`config.mk`:
```
export PLATFORM = sky130hd
export DESIGN_NAME = temperature_alarm_led_pattern_unit
export DESIGN_NICKNAME = d
export VERILOG_FILES = /design/src/hw/rtl/tap_pkg.sv /design/src/hw/rtl/tap_csr.sv /design/src/hw/rtl/tap_core.sv /design/src/hw/rtl/temperature_alarm_led_pattern_unit.sv
export SDC_FILE = /design/constraint.sdc
export NUM_CORES = 1
export LEC_CHECK = 0
export CAP_MARGIN = 10
export CELL_PAD_IN_SITES_DETAIL_PLACEMENT = 0
export CELL_PAD_IN_SITES_GLOBAL_PLACEMENT = 1
export CORE_MARGIN = 2
export CORE_UTILIZATION = 30
export DETAILED_ROUTE_END_ITERATION = 10
export DONT_BUFFER_PORTS = 1
export PLACE_DENSITY = 0.55
export SLEW_MARGIN = 15
export SYNTH_ARGS = -nofsm -noshare
export SYNTH_HDL_FRONTEND = slang
export SYNTH_HIERARCHICAL = 1
export SYNTH_SLANG_ARGS = --single-unit
```
`constraint.sdc`:
```
create_clock -name clock -period 5.4 [get_ports clock]
set_clock_uncertainty 0.2 [all_clocks]
set_input_delay 0.54 -clock clock [delete_from_list [all_inputs] [get_ports clock]]
set_output_delay 0.54 -clock clock [all_outputs]
set_load 0.05 [all_outputs]
```
`src/hw/rtl/tap_pkg.sv`:
```
// shared types and constants of the temperature alarm led pattern unit
package tap_pkg;

   localparam int TempBits    = 12;
   localparam int CounterBits = 13;
   localparam int LenBits     = 13;
   localparam int SegBits     = 3;
   localparam int AddrBits    = 5;
   localparam int DataBits    = 32;

   typedef enum logic [1:0] {
      MODE_NORMAL   = 2'd0,
      MODE_WARNING  = 2'd1,
      MODE_CRITICAL = 2'd2,
      MODE_ERROR    = 2'd3
   } mode_type;

   // register word indexes
   localparam logic [2:0] REG_LOW_THRESHOLD  = 3'd0;
   localparam logic [2:0] REG_HIGH_THRESHOLD = 3'd1;
   localparam logic [2:0] REG_TIMEOUT_TICKS  = 3'd2;
   localparam logic [2:0] REG_SLOW_HALF      = 3'd3;
   localparam logic [2:0] REG_FAST_HALF      = 3'd4;

   localparam logic signed [TempBits-1:0] LowThresholdReset  = TempBits'(480);
   localparam logic signed [TempBits-1:0] HighThresholdReset = TempBits'(560);
   localparam logic [LenBits-1:0] TimeoutReset  = LenBits'(5000);
   localparam logic [LenBits-1:0] SlowHalfReset = LenBits'(1000);
   localparam logic [LenBits-1:0] FastHalfReset = LenBits'(250);

   localparam logic [LenBits-1:0] CritShortTicks = LenBits'(50);
   localparam logic [LenBits-1:0] CritPauseTicks = LenBits'(400);
   localparam logic [LenBits-1:0] ErrBlinkTicks  = LenBits'(100);
   localparam logic [LenBits-1:0] ErrPauseTicks  = LenBits'(500);

   localparam logic [SegBits-1:0] CritLastSeg   = SegBits'(3);
   localparam logic [SegBits-1:0] ErrLastSeg    = SegBits'(6);
   localparam logic [SegBits-1:0] NormalLastSeg = SegBits'(1);

   typedef struct packed {
      logic signed [TempBits-1:0] low_threshold;
      logic signed [TempBits-1:0] high_threshold;
      logic [LenBits-1:0]         timeout_ticks;
      logic [LenBits-1:0]         slow_half_ticks;
      logic [LenBits-1:0]         fast_half_ticks;
   } cfg_type;

endpackage

```
`src/hw/rtl/tap_csr.sv`:
```
// configuration register bank with apb-style access
module tap_csr (
   input  logic                              clock,
   input  logic                              reset,
   input  logic                              psel,
   input  logic                              penable,
   input  logic                              pwrite,
   input  logic [tap_pkg::AddrBits-1:0]      paddr,
   input  logic [tap_pkg::DataBits-1:0]      pwdata,
   output logic [tap_pkg::DataBits-1:0]      prdata,
   output logic                              pready,
   output tap_pkg::cfg_type                  cfg
);

   tap_pkg::cfg_type cfg_ff;
   tap_pkg::cfg_type cfg_in;
   logic             wr_en;
   logic [2:0]       reg_idx;

   assign wr_en   = psel && penable && pwrite;
   assign reg_idx = paddr[tap_pkg::AddrBits-1:2];
   assign pready  = 1'b1;
   assign cfg     = cfg_ff;

   always_comb begin
      cfg_in = cfg_ff;
      if (wr_en) begin
         case (reg_idx)
            tap_pkg::REG_LOW_THRESHOLD:  cfg_in.low_threshold   = pwdata[tap_pkg::TempBits-1:0];
            tap_pkg::REG_HIGH_THRESHOLD: cfg_in.high_threshold  = pwdata[tap_pkg::TempBits-1:0];
            tap_pkg::REG_TIMEOUT_TICKS:  cfg_in.timeout_ticks   = pwdata[tap_pkg::LenBits-1:0];
            tap_pkg::REG_SLOW_HALF:      cfg_in.slow_half_ticks = pwdata[tap_pkg::LenBits-1:0];
            tap_pkg::REG_FAST_HALF:      cfg_in.fast_half_ticks = pwdata[tap_pkg::LenBits-1:0];
            default: ;
         endcase
      end
   end

   always_comb begin
      case (reg_idx)
         tap_pkg::REG_LOW_THRESHOLD:
            prdata = tap_pkg::DataBits'($unsigned(cfg_ff.low_threshold));
         tap_pkg::REG_HIGH_THRESHOLD:
            prdata = tap_pkg::DataBits'($unsigned(cfg_ff.high_threshold));
         tap_pkg::REG_TIMEOUT_TICKS: prdata = tap_pkg::DataBits'(cfg_ff.timeout_ticks);
         tap_pkg::REG_SLOW_HALF:     prdata = tap_pkg::DataBits'(cfg_ff.slow_half_ticks);
         tap_pkg::REG_FAST_HALF:     prdata = tap_pkg::DataBits'(cfg_ff.fast_half_ticks);
         default:                    prdata = '0;
      endcase
   end

   always_ff @(posedge clock) begin
      if (reset) begin
         cfg_ff.low_threshold   <= tap_pkg::LowThresholdReset;
         cfg_ff.high_threshold  <= tap_pkg::HighThresholdReset;
         cfg_ff.timeout_ticks   <= tap_pkg::TimeoutReset;
         cfg_ff.slow_half_ticks <= tap_pkg::SlowHalfReset;
         cfg_ff.fast_half_ticks <= tap_pkg::FastHalfReset;
      end else begin
         cfg_ff <= cfg_in;
      end
   end

endmodule

```
`src/hw/rtl/tap_core.sv`:
```
// pattern sequencer: one tick or sample per beat, state registers double as result
module tap_core (
   input  logic                               clock,
   input  logic                               reset,
   input  tap_pkg::cfg_type                   cfg,
   input  logic                               req_valid,
   output logic                               req_ready,
   input  logic                               req_kind,
   input  logic signed [tap_pkg::TempBits-1:0] req_temp_sample,
   output logic                               rsp_valid,
   input  logic                               rsp_ready,
   output logic                               rsp_led_on,
   output logic [1:0]                         rsp_mode,
   output logic                               rsp_waiting
);

   logic                               rsp_valid_ff, rsp_valid_in;
   logic                               playing_ff, playing_in;
   tap_pkg::mode_type                  mode_ff, mode_in;
   logic [tap_pkg::SegBits-1:0]        seg_ff, seg_in;
   logic [tap_pkg::CounterBits-1:0]    count_ff, count_in;
   logic                               pending_ff, pending_in;
   logic signed [tap_pkg::TempBits-1:0] latest_ff, latest_in;
   logic                               led_ff, led_in;

   logic                               accept;
   logic signed [tap_pkg::TempBits-1:0] class_temp;
   tap_pkg::mode_type                  class_mode;
   logic [tap_pkg::LenBits-1:0]        seg_len;
   logic [tap_pkg::CounterBits-1:0]    count_inc;
   logic                               seg_done;
   logic                               last_seg;
   logic [tap_pkg::SegBits-1:0]        seg_next;

   assign accept      = req_valid && req_ready;
   assign req_ready   = !rsp_valid_ff || rsp_ready;
   assign rsp_valid   = rsp_valid_ff;
   assign rsp_led_on  = led_ff;
   assign rsp_mode    = mode_ff;
   assign rsp_waiting = !playing_ff;

   // one classifier serves both a fresh sample and a pending one
   assign class_temp = req_kind ? req_temp_sample : latest_ff;

   always_comb begin
      if (class_temp >= cfg.high_threshold) begin
         class_mode = tap_pkg::MODE_CRITICAL;
      end else if (class_temp >= cfg.low_threshold) begin
         class_mode = tap_pkg::MODE_WARNING;
      end else begin
         class_mode = tap_pkg::MODE_NORMAL;
      end
   end

   always_comb begin
      if (!playing_ff) begin
         seg_len  = cfg.timeout_ticks;
         last_seg = 1'b1;
      end else begin
         case (mode_ff)
            tap_pkg::MODE_NORMAL: begin
               seg_len  = cfg.slow_half_ticks;
               last_seg = (seg_ff == tap_pkg::NormalLastSeg);
            end
            tap_pkg::MODE_WARNING: begin
               seg_len  = cfg.fast_half_ticks;
               last_seg = (seg_ff == tap_pkg::NormalLastSeg);
            end
            tap_pkg::MODE_CRITICAL: begin
               seg_len  = (seg_ff == tap_pkg::CritLastSeg) ? tap_pkg::CritPauseTicks
                                                           : tap_pkg::CritShortTicks;
               last_seg = (seg_ff == tap_pkg::CritLastSeg);
            end
            default: begin
               seg_len  = (seg_ff == tap_pkg::ErrLastSeg) ? tap_pkg::ErrPauseTicks
                                                          : tap_pkg::ErrBlinkTicks;
               last_seg = (seg_ff == tap_pkg::ErrLastSeg);
            end
         endcase
      end
   end

   // saturating tick counter, zero length ends on the first tick
   assign count_inc = (count_ff == '1) ? count_ff : count_ff + 1'b1;
   assign seg_done  = (count_inc >= seg_len);
   assign seg_next  = seg_ff + 1'b1;

   always_comb begin
      playing_in   = playing_ff;
      mode_in      = mode_ff;
      seg_in       = seg_ff;
      count_in     = count_ff;
      pending_in   = pending_ff;
      latest_in    = latest_ff;
      led_in       = led_ff;
      rsp_valid_in = rsp_valid_ff;
      if (rsp_ready) begin
         rsp_valid_in = 1'b0;
      end
      if (accept) begin
         rsp_valid_in = 1'b1;
         if (req_kind) begin
            latest_in = req_temp_sample;
            if (playing_ff) begin
               pending_in = 1'b1;
            end else begin
               playing_in = 1'b1;
               mode_in    = class_mode;
               seg_in     = '0;
               count_in   = '0;
               led_in     = 1'b1;
            end
         end else begin
            count_in = count_inc;
            if (seg_done) begin
               if (!playing_ff) begin
                  playing_in = 1'b1;
                  mode_in    = tap_pkg::MODE_ERROR;
                  seg_in     = '0;
                  count_in   = '0;
                  led_in     = 1'b1;
               end else if (!last_seg) begin
                  seg_in   = seg_next;
                  count_in = '0;
                  // odd segments are dark, so is the error pause
                  led_in   = !seg_next[0] &&
                             !(mode_ff == tap_pkg::MODE_ERROR && seg_next == tap_pkg::ErrLastSeg);
               end else if (pending_ff) begin
                  pending_in = 1'b0;
                  mode_in    = class_mode;
                  seg_in     = '0;
                  count_in   = '0;
                  led_in     = 1'b1;
               end else begin
                  playing_in = 1'b0;
                  seg_in     = '0;
                  count_in   = '0;
                  led_in     = 1'b0;
               end
            end
         end
      end
   end

   always_ff @(posedge clock) begin
      if (reset) begin
         rsp_valid_ff <= 1'b0;
         playing_ff   <= 1'b0;
         mode_ff      <= tap_pkg::MODE_NORMAL;
         seg_ff       <= '0;
         count_ff     <= '0;
         pending_ff   <= 1'b0;
         led_ff       <= 1'b0;
      end else begin
         rsp_valid_ff <= rsp_valid_in;
         playing_ff   <= playing_in;
         mode_ff      <= mode_in;
         seg_ff       <= seg_in;
         count_ff     <= count_in;
         pending_ff   <= pending_in;
         led_ff       <= led_in;
      end
   end

   always_ff @(posedge clock) begin
      latest_ff <= latest_in;
   end

endmodule

```
`src/hw/rtl/temperature_alarm_led_pattern_unit.sv`:
```
// latency: a result beat is valid the cycle after its request beat is taken
// throughput: one tick or sample per cycle unless a held result stalls requests
// the state registers themselves carry the result, so a held result stalls requests
// reset: synchronous, active high; led off, waiting, normal mode, registers at defaults
// user writes configuration registers via apb-style port only while idle; not enforced
module temperature_alarm_led_pattern_unit (
   input  logic                                clock,
   input  logic                                reset,
   input  logic                                psel,
   input  logic                                penable,
   input  logic                                pwrite,
   input  logic [tap_pkg::AddrBits-1:0]        paddr,
   input  logic [tap_pkg::DataBits-1:0]        pwdata,
   output logic [tap_pkg::DataBits-1:0]        prdata,
   output logic                                pready,
   input  logic                                req_valid,
   output logic                                req_ready,
   input  logic                                req_kind,
   input  logic signed [tap_pkg::TempBits-1:0] req_temp_sample,
   output logic                                rsp_valid,
   input  logic                                rsp_ready,
   output logic                                rsp_led_on,
   output logic [1:0]                          rsp_mode,
   output logic                                rsp_waiting
);

   tap_pkg::cfg_type cfg;

   tap_csr u_csr (
      .clock   (clock),
      .reset   (reset),
      .psel    (psel),
      .penable (penable),
      .pwrite  (pwrite),
      .paddr   (paddr),
      .pwdata  (pwdata),
      .prdata  (prdata),
      .pready  (pready),
      .cfg     (cfg)
   );

   tap_core u_core (
      .clock           (clock),
      .reset           (reset),
      .cfg             (cfg),
      .req_valid       (req_valid),
      .req_ready       (req_ready),
      .req_kind        (req_kind),
      .req_temp_sample (req_temp_sample),
      .rsp_valid       (rsp_valid),
      .rsp_ready       (rsp_ready),
      .rsp_led_on      (rsp_led_on),
      .rsp_mode        (rsp_mode),
      .rsp_waiting     (rsp_waiting)
   );

endmodule
```
==> impl_metrics.csv <==
group,metric,value,unit
detailed_routing,drc,0,
synthesis,synth-compound-area-share,12.0,%
cts,ctsLongestPathBuffers,2,
floorplanning,rows,52,
synthesis,synthArstFlopShare,0,%
sta,rsz0062_at_grt,"false",
sta,worstMarginPinSlew,1230,ps
synthesis,syn_area,6230,um2
placement,dp_hpwl,12300,um
worst_setup_path,start_kind,"flop",
cts,root_buffer,"clkbuf_16",
sta,timing.final.crit_share,73.3,%
worst_setup_path,rrSetupSlack,1440,ps
floorplanning,io_pins,96,
cells_and_area,mostFrequentLayoutCell,"dfxtp_1",
cts,clk_pin_slew_worst_paths,70,ps
synthesis,yosysWarnings,6,
cells_and_area,multi_input_area,3780,um2
power,switching_share,27.2,%
worst_setup_path,reg2reg_depth,15,
global_route,grt_pass1_vias,4689,
cells_and_area,fillers,2171,
cts,hold_buffers,0,
worst_setup_path,crit_slowest_cell,"a21oi_1",
cts,insertion_delay,350,ps
synthesis,synth-adder-area-share,8.44,%
power,leakage,2.75,nW
power,power.total,0.00162,W
detailed_routing,routed_wl,16700,um
synthesis,synth_mux_area_share,17.4,%
cts,cts_sinks,97,
placement,portBuffers,0,
global_route,track_usage,15.5,%
floorplanning,die_h,148,um
global_route,grt_max_degree,96,
sta,finalSetupTns,0,ps
worst_setup_path,cp.buffers_inverters,0,
synthesis,synth_cell_types,66,
run_status,status,"finished, final reports clean",
synthesis,yosys_register_bits,97,
power,p_per_area,245,nW/um2
synthesis,synth-simple-area-share,18.9,%
cts,cts_buffers,9,
cells_and_area,syn2layout_area_growth,6.25,%
global_route,grt-ovfl-total,0,
cells_and_area,nNetsFinal,747,
worst_setup_path,path_class,"reg -> reg",
floorplanning,core,20300,um2
worst_setup_path,crit_end,"u_core/rsp_mode[1]$_SDFFE_PP0P_",
cts,cts_resized,0,
cts,cts_tree,"done",
floorplanning,initial_utilization,30.7,%
global_route,grt_pass1_wl,26300,um
cts,htreeDepth,3,
global_route,antenna_found_initial,0,
floorplanning,die_w,148,um
synthesis,synth_top_family_by_area,"simple AND/OR/NAND/NOR gates",
cells_and_area,register_area,2060,um2
worst_setup_path,cp_top_family,"compound AO/OA/AOI/OAI gates",
worst_setup_path,crit_cells,15,
worst_setup_path,cp_cell_sequence,"ha_1 -> and3_1 -> and2b_2 -> nand2_1 -> a31oi_2 -> nand3_1 -> xnor2_1 -> ha_1 -> a211oi_2 -> o21ai_2 -> o21ai_0 -> a21oi_1 -> a21boi_2 -> nand2_1 -> o221a_1",
synthesis,synth-edff-count,12,
floorplanning,die_area,21900,um2
detailed_routing,first_pass_iters,5,
cells_and_area,diodes,0,
power,pwr-share-seq,46.7,%
worst_setup_path,startpoint,"u_core/count_ff[0]$_SDFFE_PP0P_",
power,p_clk_share,40.3,%
synthesis,ys_seq_area_share,33.1,%
synthesis,synthFlopType,"dfxtp_1",
detailed_routing,vias,4663,
detailed_routing,ant_nets,0,
cells_and_area,fin_cells,923,
cells_and_area,final_cell_mix,"85 x dfxtp_1, 72 x mux2i_1, 61 x nor2_1",
sta,final_max_slew_viol_count,0,
sta,timing.fmax,0.252,GHz
worst_setup_path,worstSetupEndpointType,"flop",
detailed_routing,avgViaCountPerCell,5.05,
placement,dp_cells,907,
synthesis,synth_area_per_cell,9.25,um2
run,cap_violations,0,
power,p_switching,0.000441,W
sta,finalHoldViolCount,0,
sta,whs,44.9,ps
cells_and_area,drive_above_1_share,10.4,%
sta,slew_headroom,19.4,%
worst_setup_path,required,5450,ps
worst_setup_path,r2r_start,"u_core/count_ff[0]$_SDFFE_PP0P_",
worst_setup_path,critical_path_peak_fanout,7,
power,combPwrFrac,12.9,%
placement,finalWeightedCongestion,0.768,
worst_setup_path,r2r-end,"u_core/rsp_mode[1]$_SDFFE_PP0P_",
hold_path,hold_class,"in -> reg",
synthesis,syn_inst,673,
worst_setup_path,max_stage_delay,470,ps
worst_setup_path,arrival,4010,ps
power,p_int,0.00118,W
power,ir_worst_vdd,0.159,mV
cts,cts_setup_buffers,0,
detailed_routing,post_drt_wl_per_cell,18.1,um
synthesis,synth_xor_area_share,2.53,%
sta,fin_crit,3960,ps
detailed_routing,drtIter0Drc,285,
sta,finalSetupViolCount,0,
[layout make-up]
class	count	area share, %
Inverter	30	1.70
Tap cell	270	5.11
Sequential cell	97	31.2
Multi-Input combinational cell	506	57.2
Clock buffer	12	3.73
Timing Repair Buffer	4	0.454
Clock inverter	4	0.681
[worst min path at each step]
stage / endpoint / cells past startpoint / startpoint / slack (ps)
3_5_place_dp: u_csr/cfg[17]$_SDFFE_PP0P_ / 2 / u_csr/cfg[17]$_SDFFE_PP0P_ / 280
3_3_place_gp: u_csr/cfg[11]$_SDFFE_PP0P_ / 2 / u_csr/cfg[11]$_SDFFE_PP0P_ / 270
5_1_grt: u_core/rsp_valid$_SDFFE_PP0P_ / 1 / reset / 30
6_report: u_core/rsp_led_on$_SDFFE_PP0P_ / 1 / reset / 40
2_1_floorplan: u_csr/cfg[15]$_SDFFE_PP0P_ / 2 / u_csr/cfg[15]$_SDFFE_PP0P_ / 260
4_1_cts: u_core/rsp_led_on$_SDFFE_PP0P_ / 1 / reset / 40
[cell usage after synthesis, types with 6 or more instances]
library cell / instances / area, um2
a211oi_1: 6 / 45.0
a21oi_1: 23 / 115
a22oi_1: 27 / 203
and3_1: 9 / 56.3
buf_2: 9 / 45.0
buf_4: 22 / 165
clkbuf_1: 19 / 71.3
dfxtp_1: 85 / 1700
edfxtp_1: 12 / 360
ha_1: 42 / 526
inv_1: 29 / 109
mux2_2: 31 / 349
mux2i_1: 72 / 721
nand2_1: 24 / 90.1
nand2b_1: 56 / 350
nand3_1: 14 / 70.1
nand4_1: 7 / 43.8
nor2_1: 62 / 233
nor2b_1: 13 / 81.3
o21ai_0: 8 / 40.0
o21ai_1: 7 / 35.0
o22ai_1: 14 / 87.6
xnor2_1: 7 / 61.3
xor2_1: 11 / 96.3
[state kept, by name, summed over array words and instances (netlist names)]
name / cells
u_core/pending_ff: 1
u_core/latest_ff: 12
u_core/seg_ff: 3
u_core/count_ff: 13
u_core/rsp_valid: 1
u_core/rsp_mode: 2
u_csr/cfg: 63
u_core/rsp_led_on: 1
u_core/playing_ff: 1
[power groups by stage]
| stage | clock network, W | registers [W] | logic, W |
|---|---|---|---|
| finish | 0.000655 | 0.000759 | 0.000210 |
| floorplan | 0 | 0.000773 | 0.000196 |
| global route | 0.000701 | 0.000761 | 0.000229 |
| global placement | 0 | 0.000775 | 0.000206 |
| detailed placement | 0 | 0.000776 | 0.000209 |
| CTS | 0.000680 | 0.000759 | 0.000209 |
[layer usage]
metal,GRT usage [%],wire (um),share of wire [%]
met5,0,0,0
met4,3.33,175,1.1
met3,3.47,773,4.6
met2,24.4,7580,45
met1,21.7,8130,49
[metrics by stage]
step                instance area [um2]  utilization, %  setup slack [ps]
finish                             6620            32.6              1440
global route                       6620            32.6              1090
CTS                                6600            32.5              1460
detailed placement                 6310            31.1              1490
global placement                   6310            31.1              1490
floorplan                          6290               -              2000
[worst register-to-register path: cells and delay by family, from the launching register on]
family / cells / cell delay (ps)
simple gates: 5 / 770
fa+ha+maj: 2 / 550
flops: 1 / 460
xor+xnor: 1 / 150
compound gates: 7 / 1720
[cells by family (layout without fill, tap and decap cells)]
group | after synthesis | after routing
buf+inv | 88 | 50
simple gates | 213 | 213
xor+xnor | 18 | 18
mux | 104 | 104
flops | 97 | 97
other cells | 2 | 20
compound gates | 109 | 109
fa+ha+maj | 42 | 42
(Power assumes the default switching activity.)
